$ cat src/hw/rtl/assert_macros.svh
// Assertion macros for the RTL of the NTC temperature converter; the top level includes them.
// Depends on nothing; the including module supplies clk and arst_n.
`ifndef ASSERT_MACROS_SVH
`define ASSERT_MACROS_SVH

// Generic clocked assertion with an explicit clock and active-low reset.
`define ASSERT_CLKD(lbl, clk_sig, rst_n_sig, prop, msg) \
	lbl: assert property (@(posedge clk_sig) disable iff (!rst_n_sig) prop) else $error(msg);

// Assertion on the block clock and reset.
`define ASSERT_BLK(lbl, prop, msg) \
	`ASSERT_CLKD(lbl, clk, arst_n, prop, msg)

`endif

$ cat src/hw/rtl/ntc_pkg.sv
// Package for the NTC ADC-to-temperature converter: sizes, calibration table,
// fixed-point constants and the controller/datapath command and status types.
// Depends on nothing.
`timescale 1ns / 1ps
`default_nettype none

package ntc_pkg;

	localparam int ADC_W          = 12;
	localparam int TEMP_W         = 16;
	localparam int STORED_ENTRIES = 71;
	localparam int TABLE_ENTRIES  = 71;
	localparam int FRAC_BITS      = 8;
	localparam int TEMP_MIN       = -30;
	localparam int TEMP_MAX       = 110;
	localparam int STEP_LOG2      = 1;          // step of 2 degrees
	localparam int TEMP_STEP      = 1 << STEP_LOG2;

	// Entries actually searched
	localparam int SEARCH_COUNT = (TABLE_ENTRIES > STORED_ENTRIES) ?
		STORED_ENTRIES : TABLE_ENTRIES;
	localparam int IDX_W     = $clog2(SEARCH_COUNT + 1);
	localparam int TBL_IDX_W = $clog2(STORED_ENTRIES);

	// Quotient of STEP * num * 2^FRAC_BITS / span with num <= span: one integer
	// bit taken at load, then one fraction bit per divide step
	localparam int DIV_STEPS = STEP_LOG2 + FRAC_BITS;
	localparam int QUO_W     = DIV_STEPS + 1;
	localparam int CNT_W     = $clog2(DIV_STEPS + 1);

	// Integer degrees stay within 11 signed bits for up to 256 entries
	localparam int DEG_W = 11;
	localparam int FIX_W = (DEG_W + FRAC_BITS > TEMP_W) ? DEG_W + FRAC_BITS : TEMP_W;

	localparam logic [TEMP_W-1:0] MIN_FIX = TEMP_W'(TEMP_MIN * (1 << FRAC_BITS));
	localparam logic [TEMP_W-1:0] MAX_FIX = TEMP_W'(TEMP_MAX * (1 << FRAC_BITS));

	// ADC reading at each 2-degree point from -30 up, falling
	localparam logic [ADC_W-1:0] NTC_POINTS [STORED_ENTRIES] = '{
		12'd4005, 12'd3989, 12'd3970, 12'd3949, 12'd3925, 12'd3897, 12'd3866, 12'd3831,
		12'd3791, 12'd3747, 12'd3698, 12'd3643, 12'd3583, 12'd3518, 12'd3446, 12'd3369,
		12'd3286, 12'd3198, 12'd3104, 12'd3005, 12'd2902, 12'd2794, 12'd2683, 12'd2570,
		12'd2455, 12'd2338, 12'd2222, 12'd2105, 12'd1990, 12'd1877, 12'd1766, 12'd1658,
		12'd1554, 12'd1454, 12'd1358, 12'd1267, 12'd1180, 12'd1098, 12'd1020, 12'd947,
		12'd879,  12'd815,  12'd755,  12'd700,  12'd648,  12'd600,  12'd556,  12'd515,
		12'd477,  12'd441,  12'd409,  12'd379,  12'd351,  12'd325,  12'd302,  12'd280,
		12'd260,  12'd241,  12'd224,  12'd208,  12'd194,  12'd180,  12'd168,  12'd157,
		12'd146,  12'd136,  12'd127,  12'd119,  12'd111,  12'd104,  12'd97
	};

	function automatic logic [ADC_W-1:0] ntc_point(input logic [TBL_IDX_W-1:0] idx);
		logic [ADC_W-1:0] val;
		val = '0;
		if (int'(idx) < STORED_ENTRIES) begin
			val = NTC_POINTS[idx];
		end
		return val;
	endfunction

	typedef enum logic [2:0] {
		ST_IDLE,
		ST_SEARCH,
		ST_LOAD_PREV,
		ST_LOAD_CUR,
		ST_DIVIDE,
		ST_FINISH
	} ntc_state_t;

	typedef struct packed {
		logic load;
		logic search_step;
		logic load_prev;
		logic load_cur;
		logic div_step;
		logic finish;
	} ntc_cmd_t;

	typedef struct packed {
		logic search_done;
		logic edge_hit;
		logic div_last;
	} ntc_sts_t;

endpackage

`default_nettype wire

$ cat src/hw/rtl/ntc_adc_to_temperature.sv
// Top level of the NTC ADC-to-temperature converter: controller plus datapath.
// Depends on ntc_pkg, ntc_ctrl, ntc_dpath and assert_macros.svh.
//
// Usage: drive adc_value and raise start while busy is low; the request is
// taken at that clock edge. busy stays high while the conversion runs. The
// result appears on temperature_q8 (signed, 8 fraction bits) for exactly one
// cycle with done high; the receiver must take it then, it cannot stall.
// Sequence after the accepting edge: edge readings (at/above first entry or
// below the last) go from the search straight to the result write; other
// readings go through the search, 2 operand loads, 9 divide steps and the
// result write, and the result write then raises done. The binary search
// runs over the 71-entry table. One request is in flight at a time; a new one may be
// taken in the cycle done is high. The serial restoring divider, one
// quotient bit per cycle, and the one-entry-per-cycle table read set the rate.
// Reset clears the controller to idle and drops done; no table or memory
// needs initialization.
`timescale 1ns / 1ps
`default_nettype none
`include "assert_macros.svh"

module ntc_adc_to_temperature import ntc_pkg::*; (
	input  wire logic              clk,
	input  wire logic              arst_n,
	input  wire logic              start,
	output logic                   busy,
	input  wire logic [ADC_W-1:0]  adc_value,
	output logic                   done,
	output logic [TEMP_W-1:0]      temperature_q8
);

	ntc_cmd_t cmd;
	ntc_sts_t sts;

	ntc_ctrl u_ctrl (
		.clk    (clk),
		.arst_n (arst_n),
		.start  (start),
		.sts    (sts),
		.cmd    (cmd),
		.busy   (busy)
	);

	ntc_dpath u_dpath (
		.clk            (clk),
		.arst_n         (arst_n),
		.cmd            (cmd),
		.adc_value      (adc_value),
		.sts            (sts),
		.done           (done),
		.temperature_q8 (temperature_q8)
	);

	`ASSERT_BLK(a_accept_busy, start && !busy |=> busy, "accepted request did not raise busy")
	`ASSERT_BLK(a_done_idle, done |-> !busy, "result strobe while still busy")
	`ASSERT_BLK(a_done_pulse, done |=> !done, "result strobe longer than one cycle")
	`ASSERT_BLK(a_finish_done, cmd.finish |=> done, "finish step did not produce a result")

endmodule

`default_nettype wire

$ cat src/hw/rtl/ntc_ctrl.sv
// Controller of the NTC converter: sequences search, operand load, divide
// and result write. Depends on ntc_pkg.
`timescale 1ns / 1ps
`default_nettype none

module ntc_ctrl import ntc_pkg::*; (
	input  wire logic     clk,
	input  wire logic     arst_n,
	input  wire logic     start,
	input  wire ntc_sts_t sts,
	output ntc_cmd_t      cmd,
	output logic          busy
);

	ntc_state_t state_q, state_d;

	always_ff @(posedge clk or negedge arst_n) begin
		if (!arst_n) begin
			state_q <= ST_IDLE;
		end else begin
			state_q <= state_d;
		end
	end

	always_comb begin
		state_d = state_q;
		unique case (state_q)
			ST_IDLE: begin
				if (start) state_d = ST_SEARCH;
			end
			ST_SEARCH: begin
				if (sts.search_done) begin
					state_d = sts.edge_hit ? ST_FINISH : ST_LOAD_PREV;
				end
			end
			ST_LOAD_PREV: state_d = ST_LOAD_CUR;
			ST_LOAD_CUR:  state_d = ST_DIVIDE;
			ST_DIVIDE: begin
				if (sts.div_last) state_d = ST_FINISH;
			end
			ST_FINISH: state_d = ST_IDLE;
			default:   state_d = ST_IDLE;
		endcase
	end

	always_comb begin
		cmd  = '0;
		busy = 1'b1;
		unique case (state_q)
			ST_IDLE: begin
				busy     = 1'b0;
				cmd.load = start;
			end
			ST_SEARCH:    cmd.search_step = !sts.search_done;
			ST_LOAD_PREV: cmd.load_prev   = 1'b1;
			ST_LOAD_CUR:  cmd.load_cur    = 1'b1;
			ST_DIVIDE:    cmd.div_step    = 1'b1;
			ST_FINISH:    cmd.finish      = 1'b1;
			default:      busy            = 1'b1;
		endcase
	end

endmodule

`default_nettype wire

$ cat src/hw/rtl/ntc_dpath.sv
// Datapath of the NTC converter: binary search over the table, restoring
// divider for the interpolation fraction, result register. Depends on ntc_pkg.
`timescale 1ns / 1ps
`default_nettype none

module ntc_dpath import ntc_pkg::*; (
	input  wire logic              clk,
	input  wire logic              arst_n,
	input  wire ntc_cmd_t          cmd,
	input  wire logic [ADC_W-1:0]  adc_value,
	output ntc_sts_t               sts,
	output logic                   done,
	output logic [TEMP_W-1:0]      temperature_q8
);

	logic [ADC_W-1:0]  adc_q;
	logic [IDX_W-1:0]  lo_q, hi_q;
	logic [ADC_W-1:0]  prev_q, span_q, rem_q;
	logic [QUO_W-1:0]  quo_q;
	logic [CNT_W-1:0]  cnt_q;
	logic [TEMP_W-1:0] result_q;
	logic              done_q;

	logic [IDX_W-1:0]  mid, lo_m1, rd_idx;
	logic [ADC_W-1:0]  point, num, cur_span;
	logic              int_bit;
	logic [ADC_W:0]    rem_sh;
	logic              fits;
	logic              lo_edge, hi_edge;
	logic [FIX_W-1:0]  deg_fix, sum_fix;

	// mid stays at most SEARCH_COUNT; the sum is one bit wider, so it never overflows in value
	assign mid   = IDX_W'(({1'b0, lo_q} + {1'b0, hi_q}) >> 1);
	assign lo_m1 = lo_q - 1'b1;

	always_comb begin
		priority if (cmd.load_prev) rd_idx = lo_m1;
		else if (cmd.load_cur)      rd_idx = lo_q;
		else                        rd_idx = mid;
	end

	assign point = ntc_point(TBL_IDX_W'(rd_idx));
	assign num   = (prev_q > adc_q) ? prev_q - adc_q : '0;

	// A reading equal to the lower entry gives a full step: take that bit up front
	assign cur_span = (prev_q > point) ? prev_q - point : '0;
	assign int_bit  = num >= cur_span;

	assign rem_sh = {rem_q, 1'b0};
	assign fits   = rem_sh >= {1'b0, span_q};

	assign lo_edge = lo_q == '0;
	assign hi_edge = lo_q == IDX_W'(SEARCH_COUNT);

	assign sts.search_done = lo_q == hi_q;
	assign sts.edge_hit    = lo_edge || hi_edge;
	assign sts.div_last    = cnt_q == CNT_W'(1);

	// Base temperature of the lower neighbor, in fixed point
	assign deg_fix = (FIX_W'(TEMP_MIN) + (FIX_W'(lo_m1) << STEP_LOG2)) << FRAC_BITS;
	assign sum_fix = deg_fix + ((span_q == '0) ? '0 : FIX_W'(quo_q));

	always_ff @(posedge clk) begin
		if (cmd.load) begin
			adc_q <= adc_value;
			lo_q  <= '0;
			hi_q  <= IDX_W'(SEARCH_COUNT);
		end
		if (cmd.search_step) begin
			if (point <= adc_q) begin
				hi_q <= mid;
			end else begin
				lo_q <= mid + 1'b1;
			end
		end
		if (cmd.load_prev) begin
			prev_q <= point;
		end
		if (cmd.load_cur) begin
			span_q <= cur_span;
			rem_q  <= int_bit ? num - cur_span : num;
			quo_q  <= QUO_W'(int_bit);
			cnt_q  <= CNT_W'(DIV_STEPS);
		end
		if (cmd.div_step) begin
			rem_q <= fits ? ADC_W'(rem_sh - {1'b0, span_q}) : ADC_W'(rem_sh);
			quo_q <= QUO_W'({quo_q, fits});
			cnt_q <= cnt_q - 1'b1;
		end
		if (cmd.finish) begin
			priority if (lo_edge) result_q <= MIN_FIX;
			else if (hi_edge)     result_q <= MAX_FIX;
			else                  result_q <= sum_fix[TEMP_W-1:0];
		end
	end

	always_ff @(posedge clk or negedge arst_n) begin
		if (!arst_n) begin
			done_q <= 1'b0;
		end else begin
			done_q <= cmd.finish;
		end
	end

	assign done           = done_q;
	assign temperature_q8 = result_q;

endmodule

`default_nettype wire
$ cat config.mk
export PLATFORM = sky130hd
export DESIGN_NAME = ntc_adc_to_temperature
export DESIGN_NICKNAME = d
export VERILOG_FILES = /design/src/hw/rtl/ntc_pkg.sv /design/src/hw/rtl/ntc_adc_to_temperature.sv /design/src/hw/rtl/ntc_ctrl.sv /design/src/hw/rtl/ntc_dpath.sv
export VERILOG_INCLUDE_DIRS = /design/src /design/src/hw/rtl
export SDC_FILE = /design/constraint.sdc
export NUM_CORES = 1
export LEC_CHECK = 0
export ABC_AREA = 1
export BUFFER_PORTS_ARGS = -buffer_cell sky130_fd_sc_hd__buf_4
export CAP_MARGIN = 20
export CORE_MARGIN = 2
export CORE_UTILIZATION = 50
export CTS_CLUSTER_DIAMETER = 40
export DETAILED_ROUTE_END_ITERATION = 7
export GPL_ROUTABILITY_DRIVEN = 0
export PLACE_DENSITY = 0.74
export SYNTH_ARGS = -nofsm -noshare
export SYNTH_HDL_FRONTEND = slang
export SYNTH_SLANG_ARGS = --single-unit
$ cat constraint.sdc
create_clock -name clk -period 5.2 [get_ports clk]
set_input_delay 1.04 -clock clk [delete_from_list [all_inputs] [get_ports clk]]
set_output_delay 1.04 -clock clk [all_outputs]
set_load 0.05 [all_outputs]
==> flow_summary.toml, run 1 <==
[run_status]
outcome = "finished, violations left"
failed_checks = "DRC, setup timing"

[routing]
via_per_inst = 5.80
first_iter_violations = 971
remaining_drc_errors = 1
antenna_left = 0
detail_route.wirelength_um = 29000
dr_wl_cell_um = 17.3
drt_first_pass_iters = 8
via_count = 9713

[setup_path]
critPathRequiredTime_ns = 5.43
worst-endpoint-arrival_ns = 5.80
crit_path_start_kind = "register"
path_class = "register to register"
maximum_net_fanout_on_the_critical_path = 7
critPathSlowestCell = "fa_2"
path_common_cell = "buf_4"
critical_path.max_stage_delay_ns = 0.38
cp-end-kind = "register"

[timing]
relSlewSlack_pct = 46.8
final_worst_setup_slack_ns = -0.371
fin_crit_sh_pct = 107
fmaxAchievable_mhz = 180
timing.final.crit_period_ns = 5.57
hold_viol = 0
timing_worst_slew_pin_value_ns = 0.793
timing_max_transition_violations_final = 0
rsz0062_at_grt = "true"
timing.clock.skew_ns = 0.0116
setup_viol = 13

[global_route]
grt_antenna_before_repair = 0
grt_pass1_wl_um = 44000
grt_max_degree = 28
first_global_vias = 9041
grt_util_all_layers_pct = 29.7
total_congestion_overflow_after_global_routing = 0

[floorplan]
fp.dieArea_mm2 = 0.0187
floorplan.initialDensity_pct = 51.1
design.portCount = 33
die_h_um = 137
core_area_mm2 = 0.0173
core.rowCount = 48
die_width_um = 137

[cts]
htreeDepth = 3
tritoncts = "built"
clock-root-buffer = "clkbuf_16"
worst_setup_hold_path_clk_slew_ns = 0.07
clock_sink_count = 96
clock_tree.buffer_depth = 2
insertion_delay_ns = 0.36
cts_buffers = 9

[yosys]
synth_warnings = 0
syn_nets = 1299
async_reset_ff_share_pct = 4.17
synthXorXnorAreaFrac_pct = 3.56
synth_ff_type = "edfxtp_1"
synth_edf_count = 78
synthesized_area_per_cell_um2 = 7.39
post_synth_fa_ha_maj_area_fraction_pct = 13.0
synthesis.instances = 1195
syn_area_mm2 = 0.00883
synthDistinctLibCells = 56
synth_seq_cells = 96
yosysSeqAreaShare_pct = 30.8
synthSimpleGateAreaFrac_pct = 32.3
largest_family_of_logic_cells_by_synthesized_area = "simple AND/OR/NAND/NOR gates"
share_of_the_synthesized_area_in_compound_gates_ao_oa_aoi_oai_pct = 10.3
synth.area.mux_share_pct = 0

[flow_run]
max_cap_violations = 0

[cells_and_area]
mostFrequentLayoutCells = "buf_4 (248), nand2_1 (226), inv_1 (157)"
drive_gt1_share_pct = 34.4
final_cell_count_no_fill = 1674
nNetsFinal = 1548
layout.filler_cells = 1220
area_occupied_by_multi_input_gates_mm2 = 0.00620
area.growth.synth_to_final_pct = 39.1
final_common_cell = "buf_4"
antenna_cells_inserted = 0
register_area_mm2 = 0.00273

[placed_design]
numPortBuffers = 32
post-dp-hpwl_um = 19400
numPlacedInstances = 1605

[min_path]
hold_path.class = "input pin to async pin"
## cell type report
cell class              instances  area share [%]
clock buffers                  10            1.86
clock inverters                 6           0.356
inverters                     190            5.99
multi-input cells             885            50.4
flip-flops and latches         96            22.2
well taps                     225            2.29
repair buffers                262            16.9
## cell usage after synthesis (all sizes together) (2+ instances only)
| library cell | n | area [µm²] |
|---|---|---|
| a21boi | 2 | 15.0 |
| edfxtp | 78 | 2340 |
| o211ai | 11 | 82.6 |
| ha | 84 | 1050 |
| nor2 | 90 | 387 |
| xor2 | 21 | 191 |
| nor3 | 29 | 145 |
| dfxtp | 14 | 280 |
| and2 | 2 | 12.5 |
| nand2 | 275 | 1170 |
| nor4 | 2 | 12.5 |
| nand3 | 162 | 853 |
| buf | 20 | 143 |
| clkbuf | 4 | 18.8 |
| o21a | 5 | 37.5 |
| a21oi | 61 | 309 |
| o21ai | 50 | 254 |
| a21o | 7 | 52.6 |
| o31ai | 3 | 22.5 |
| a211oi | 3 | 22.5 |
| a31oi | 7 | 43.8 |
| nand4 | 24 | 150 |
| nand3b | 5 | 41.3 |
| o21bai | 3 | 22.5 |
| xnor2 | 14 | 123 |
| or2 | 11 | 68.8 |
| o22ai | 5 | 31.3 |
| dfrtp | 4 | 100 |
| inv | 189 | 712 |
| fa | 5 | 100 |
## repair_timing
action                     CTS  global route
setup endpoints to repair   13            27
resized for setup          132            75
pin swaps                   58            47
hold buffers                 0             0
setup buffers               29            23
cloned                       0             0
## through the flow
stage | hold slack, ns | TNS (ns) | setup WS, ns | area, µm² | utilization (%)
global route | 0.464 | -9.77 | -0.627 | 12300 | 71.0
detailed placement | 0.465 | -3.67 | -0.405 | 10600 | 61.5
CTS | 0.467 | -0.461 | -0.0563 | 11800 | 68.1
floorplan | 0.435 | 0 | 0.0227 | 8890 | -
finish | 0.465 | -4.09 | -0.371 | 12300 | 71.0
global placement | 0.453 | -2.09 | -0.285 | 10600 | 61.4
## metal layers
metal	vias to the layer above	GRT usage [%]	share of wire, %
li1	4516	-	-
met1	4514	38.1	40
met2	549	49.8	48
met3	134	4.67	7.8
met4	0	12.7	4.2
met5	-	0	0
## worst max-delay path: cells and delay by family, from the launching register on
| family | cells | cell delay (ns) |
|---|---|---|
| fa+ha+maj | 5 | 1.35 |
| xor+xnor | 1 | 0.21 |
| simple gates | 17 | 1.85 |
| compound gates | 5 | 0.75 |
| buf+inv | 7 | 0.92 |
| flops | 1 | 0.36 |
## worst paths after layout
| path | start | endpoint | slack, ns | depth (start not counted) |
|---|---|---|---|---|
| max | u_dpath.lo_q[0]$_DFF_P_ | u_dpath.rem_q[7]$_DFFE_PP_ | -0.37 | 35 |
| min | arst_n | u_ctrl.state_q[2]$_DFFE_PN0P_ | 0.47 | 1 |
| max reg2reg | u_dpath.lo_q[0]$_DFF_P_ | u_dpath.rem_q[7]$_DFFE_PP_ | -0.37 | 35 |
| min reg2reg | u_dpath.hi_q[4]$_DFF_P_ | u_dpath.hi_q[4]$_DFF_P_ | 0.48 | 2 |
| max in group asynchronous | arst_n | u_ctrl.state_q[0]$_DFFE_PN0P_ | 4.62 | 1 |
| min in group clk | u_dpath.hi_q[4]$_DFF_P_ | u_dpath.hi_q[4]$_DFF_P_ | 0.48 | 2 |
## registers in the layout, summed over array words and instances, names as in the netlist
register                flops
u_dpath.temperature_q8     16
u_dpath.lo_q                7
u_dpath.cnt_q               4
u_dpath.adc_q              12
u_dpath.rem_q              12
u_ctrl.state_q              3
u_dpath.span_q             12
u_dpath.done                1
u_dpath.hi_q                7
u_dpath.prev_q             12
u_dpath.quo_q              10
## logic make-up after synthesis
family	count (synthesis)
adder cells (fa/ha/maj)	89
flip-flops	96
XOR/XNOR	35
AO/OA/AOI/OAI	159
buffers and inverters	214
AND/OR/NAND/NOR	602
Power of run 1 is left out: the tool's default activity adds up to more than one toggle a clock period on the data nets, which glitch-free logic cannot reach.
==> inputs of run 2 (changes only) <==
--- a/config.mk
+++ b/config.mk
@@ -6,7 +6,6 @@
 export SDC_FILE = /design/constraint.sdc
 export NUM_CORES = 1
 export LEC_CHECK = 0
-export ABC_AREA = 1
 export BUFFER_PORTS_ARGS = -buffer_cell sky130_fd_sc_hd__buf_4
 export CAP_MARGIN = 20
 export CORE_MARGIN = 2
==> run 2 against run 1 <==
The flow finishes with violations (setup timing). Die area is 3.3% higher. Critical path type unchanged. Sequential cell count stayed put. Critical endpoint unchanged. Utilization is 1.1 points lower.
==> flow_summary.toml, run 2 <==
[timing]
timing_worst_slew_pin_value_ns = 1.22
hold_viol = 0
timing_max_transition_violations_final = 0
timing.final.crit_period_ns = 6.47
fmaxAchievable_mhz = 154
relSlewSlack_pct = 18.2
fin_worst_hold_slack_ns = 0.463
final_worst_setup_slack_ns = -1.27
rsz0062_at_grt = "true"
fin_crit_sh_pct = 124
timing.clock.skew_ns = 0.0134
setup_viol = 13

[routing]
met2WireLength_um = 14300
highest-signal-layer = "met4"
remaining_drc_errors = 0
dr_wl_cell_um = 19.0
m1WireLength_um = 11900
antenna_left = 0
drt_first_pass_iters = 5
first_iter_violations = 842
detail_route.wirelength_um = 29000
via_count = 9386
route.met3.wl_um = 1690
via_per_inst = 6.13

[cells_and_area]
final_common_cell = "buf_4"
nNetsFinal = 1401
largest_register_ff_count = 16
layout.filler_cells = 1296
mostFrequentLayoutCells = "buf_4 (281), edfxtp_1 (78), nor2_1 (74)"
post-route-cell-area_mm2 = 0.0126
utilization_pct = 70.0
drive_gt1_share_pct = 33.9
area.growth.synth_to_final_pct = 37.6
antenna_cells_inserted = 0

[run_status]
outcome = "finished, violations left"
failed_checks = "setup timing"

[floorplan]
core.rowCount = 49
floorplan.initialDensity_pct = 50.8
core_area_mm2 = 0.0180
die_width_um = 139
die_h_um = 139
design.portCount = 33
fp.dieArea_mm2 = 0.0194

[global_route]
grt_pass1_wl_um = 44600
grt_max_degree = 20
grt_antenna_before_repair = 0
total_congestion_overflow_after_global_routing = 0
grt_util_all_layers_pct = 28.1
first_global_vias = 8922

[setup_path]
critPathSlowestCell = "dfxtp_4"
crit_path_start_kind = "register"
critPathRequiredTime_ns = 5.28
maximum_net_fanout_on_the_critical_path = 5
path_class = "register to register"
worst-endpoint-arrival_ns = 6.55
worst-path-buf-inv = 1
cpLargestDelayFamily = "compound AO/OA/AOI/OAI gates"
critical_path.max_stage_delay_ns = 0.36
cp-end-kind = "register"

[min_path]
hold_path.class = "input pin to async pin"

[yosys]
synthTopCellsByCount = "ha_1 (84), edfxtp_1 (78), nor2_1 (77)"
syn_nets = 1142
post_synth_fa_ha_maj_area_fraction_pct = 12.6
synth_seq_cells = 96
yosysSeqAreaShare_pct = 29.8
synthesis.instances = 1038
share_of_the_synthesized_area_in_compound_gates_ao_oa_aoi_oai_pct = 21.6
synthXorXnorAreaFrac_pct = 4.22
synth_top_area_share_pct = 25.6
synth_edf_count = 78
ys_top_cells_by_area = "edfxtp_1 (26%), ha_1 (12%), mux2i_1 (3.6%)"
synthesized_area_per_cell_um2 = 8.80
syn_area_mm2 = 0.00913
async_reset_ff_share_pct = 4.17
yosysMostFrequentCell = "ha_1"
synth_warnings = 0
synth.area.mux_share_pct = 4.51
largest_family_of_logic_cells_by_synthesized_area = "simple AND/OR/NAND/NOR gates"
synth_ff_type = "edfxtp_1"
synthDistinctLibCells = 86
synthSimpleGateAreaFrac_pct = 22.4
synth_top_area_cell = "edfxtp_1"

[placed_design]
numPortBuffers = 32
postPlaceCellArea_mm2 = 0.0114
post-dp-hpwl_um = 21000

[cts]
clock-root-buffer = "clkbuf_16"
htreeDepth = 3
tritoncts = "built"
cts_hold_repair.buffers = 0
clock_sink_count = 96
cts_buffers = 9
insertion_delay_ns = 0.36
worst_setup_hold_path_clk_slew_ns = 0.08
clock_tree.buffer_depth = 2

[flow_run]
max_cap_violations = 0
## run 2: final cells by class
type	count	area, µm²	area share, %
Multi-Input combinational cell	838	6650	52.9
Sequential cell	96	2730	21.7
Timing Repair Buffer	300	2380	19.0
Tap cell	229	287	2.28
Clock buffer	9	225	1.79
Inverter	52	200	1.59
Clock inverter	7	100	0.796
## run 2: worst reg2reg max path: cells and delay by family (launching register included)
family          cells  cell delay [ns]
compound gates     14             2.91
fa+ha+maj           6             1.59
buf+inv             1             0.15
flops               1             0.36
mux                 1             0.21
simple gates        6             0.95
## run 2: layer usage
layer  track usage (%)  vias to the layer above
met3              4.11                       99
li1                  -                     4452
met4              11.3                        0
met1              35.5                     4402
met5                 0                        -
met2              48.3                      433
## run 2: cells by family (layout without fill, tap and decap cells)
group,count (synthesis),count (layout)
buffers and inverters,104,368
multiplexers,40,40
flip-flops,96,96
adder cells (fa/ha/maj),89,89
XOR/XNOR,44,44
AND/OR/NAND/NOR,385,385
AO/OA/AOI/OAI,280,280
## run 2: what timing repair did
item | in CTS | in global routing
endpoints found under the setup margin | 13 | 24
pin swaps | 30 | 25
gates cloned | 0 | 1
buffers inserted | 15 | 16
resized for setup | 35 | 84
hold endpoints to repair | 0 | 0
## run 2: metrics by stage
stage               cells  TNS (ns)  setup WS, ns
floorplan            1038    -12.78         -1.08
global placement     1482    -15.08         -1.25
detailed placement   1483    -19.35         -1.60
CTS                  1514    -14.57         -1.17
global route         1531    -19.46         -1.55
finish               1531    -16.01         -1.27
## run 2: path summary, 6_finish.rpt
| check | startpoint | to | slack, ns | cells after the start |
|---|---|---|---|---|
| hold reg to reg | u_dpath.hi_q[4]$_DFF_P_ | u_dpath.hi_q[4]$_DFF_P_ | 0.48 | 2 |
| setup reg to reg | u_dpath.lo_q[0]$_DFF_P_ | u_dpath.rem_q[7]$_DFFE_PP_ | -1.27 | 28 |
| min in group clk | u_dpath.hi_q[4]$_DFF_P_ | u_dpath.hi_q[4]$_DFF_P_ | 0.48 | 2 |
| setup / recovery | u_dpath.lo_q[0]$_DFF_P_ | u_dpath.rem_q[7]$_DFFE_PP_ | -1.27 | 28 |
| max in group asynchronous | arst_n | u_ctrl.state_q[1]$_DFFE_PN0P_ | 4.63 | 1 |
| hold / removal | arst_n | u_ctrl.state_q[0]$_DFFE_PN0P_ | 0.46 | 1 |
Power of run 2 is left out for the same reason.
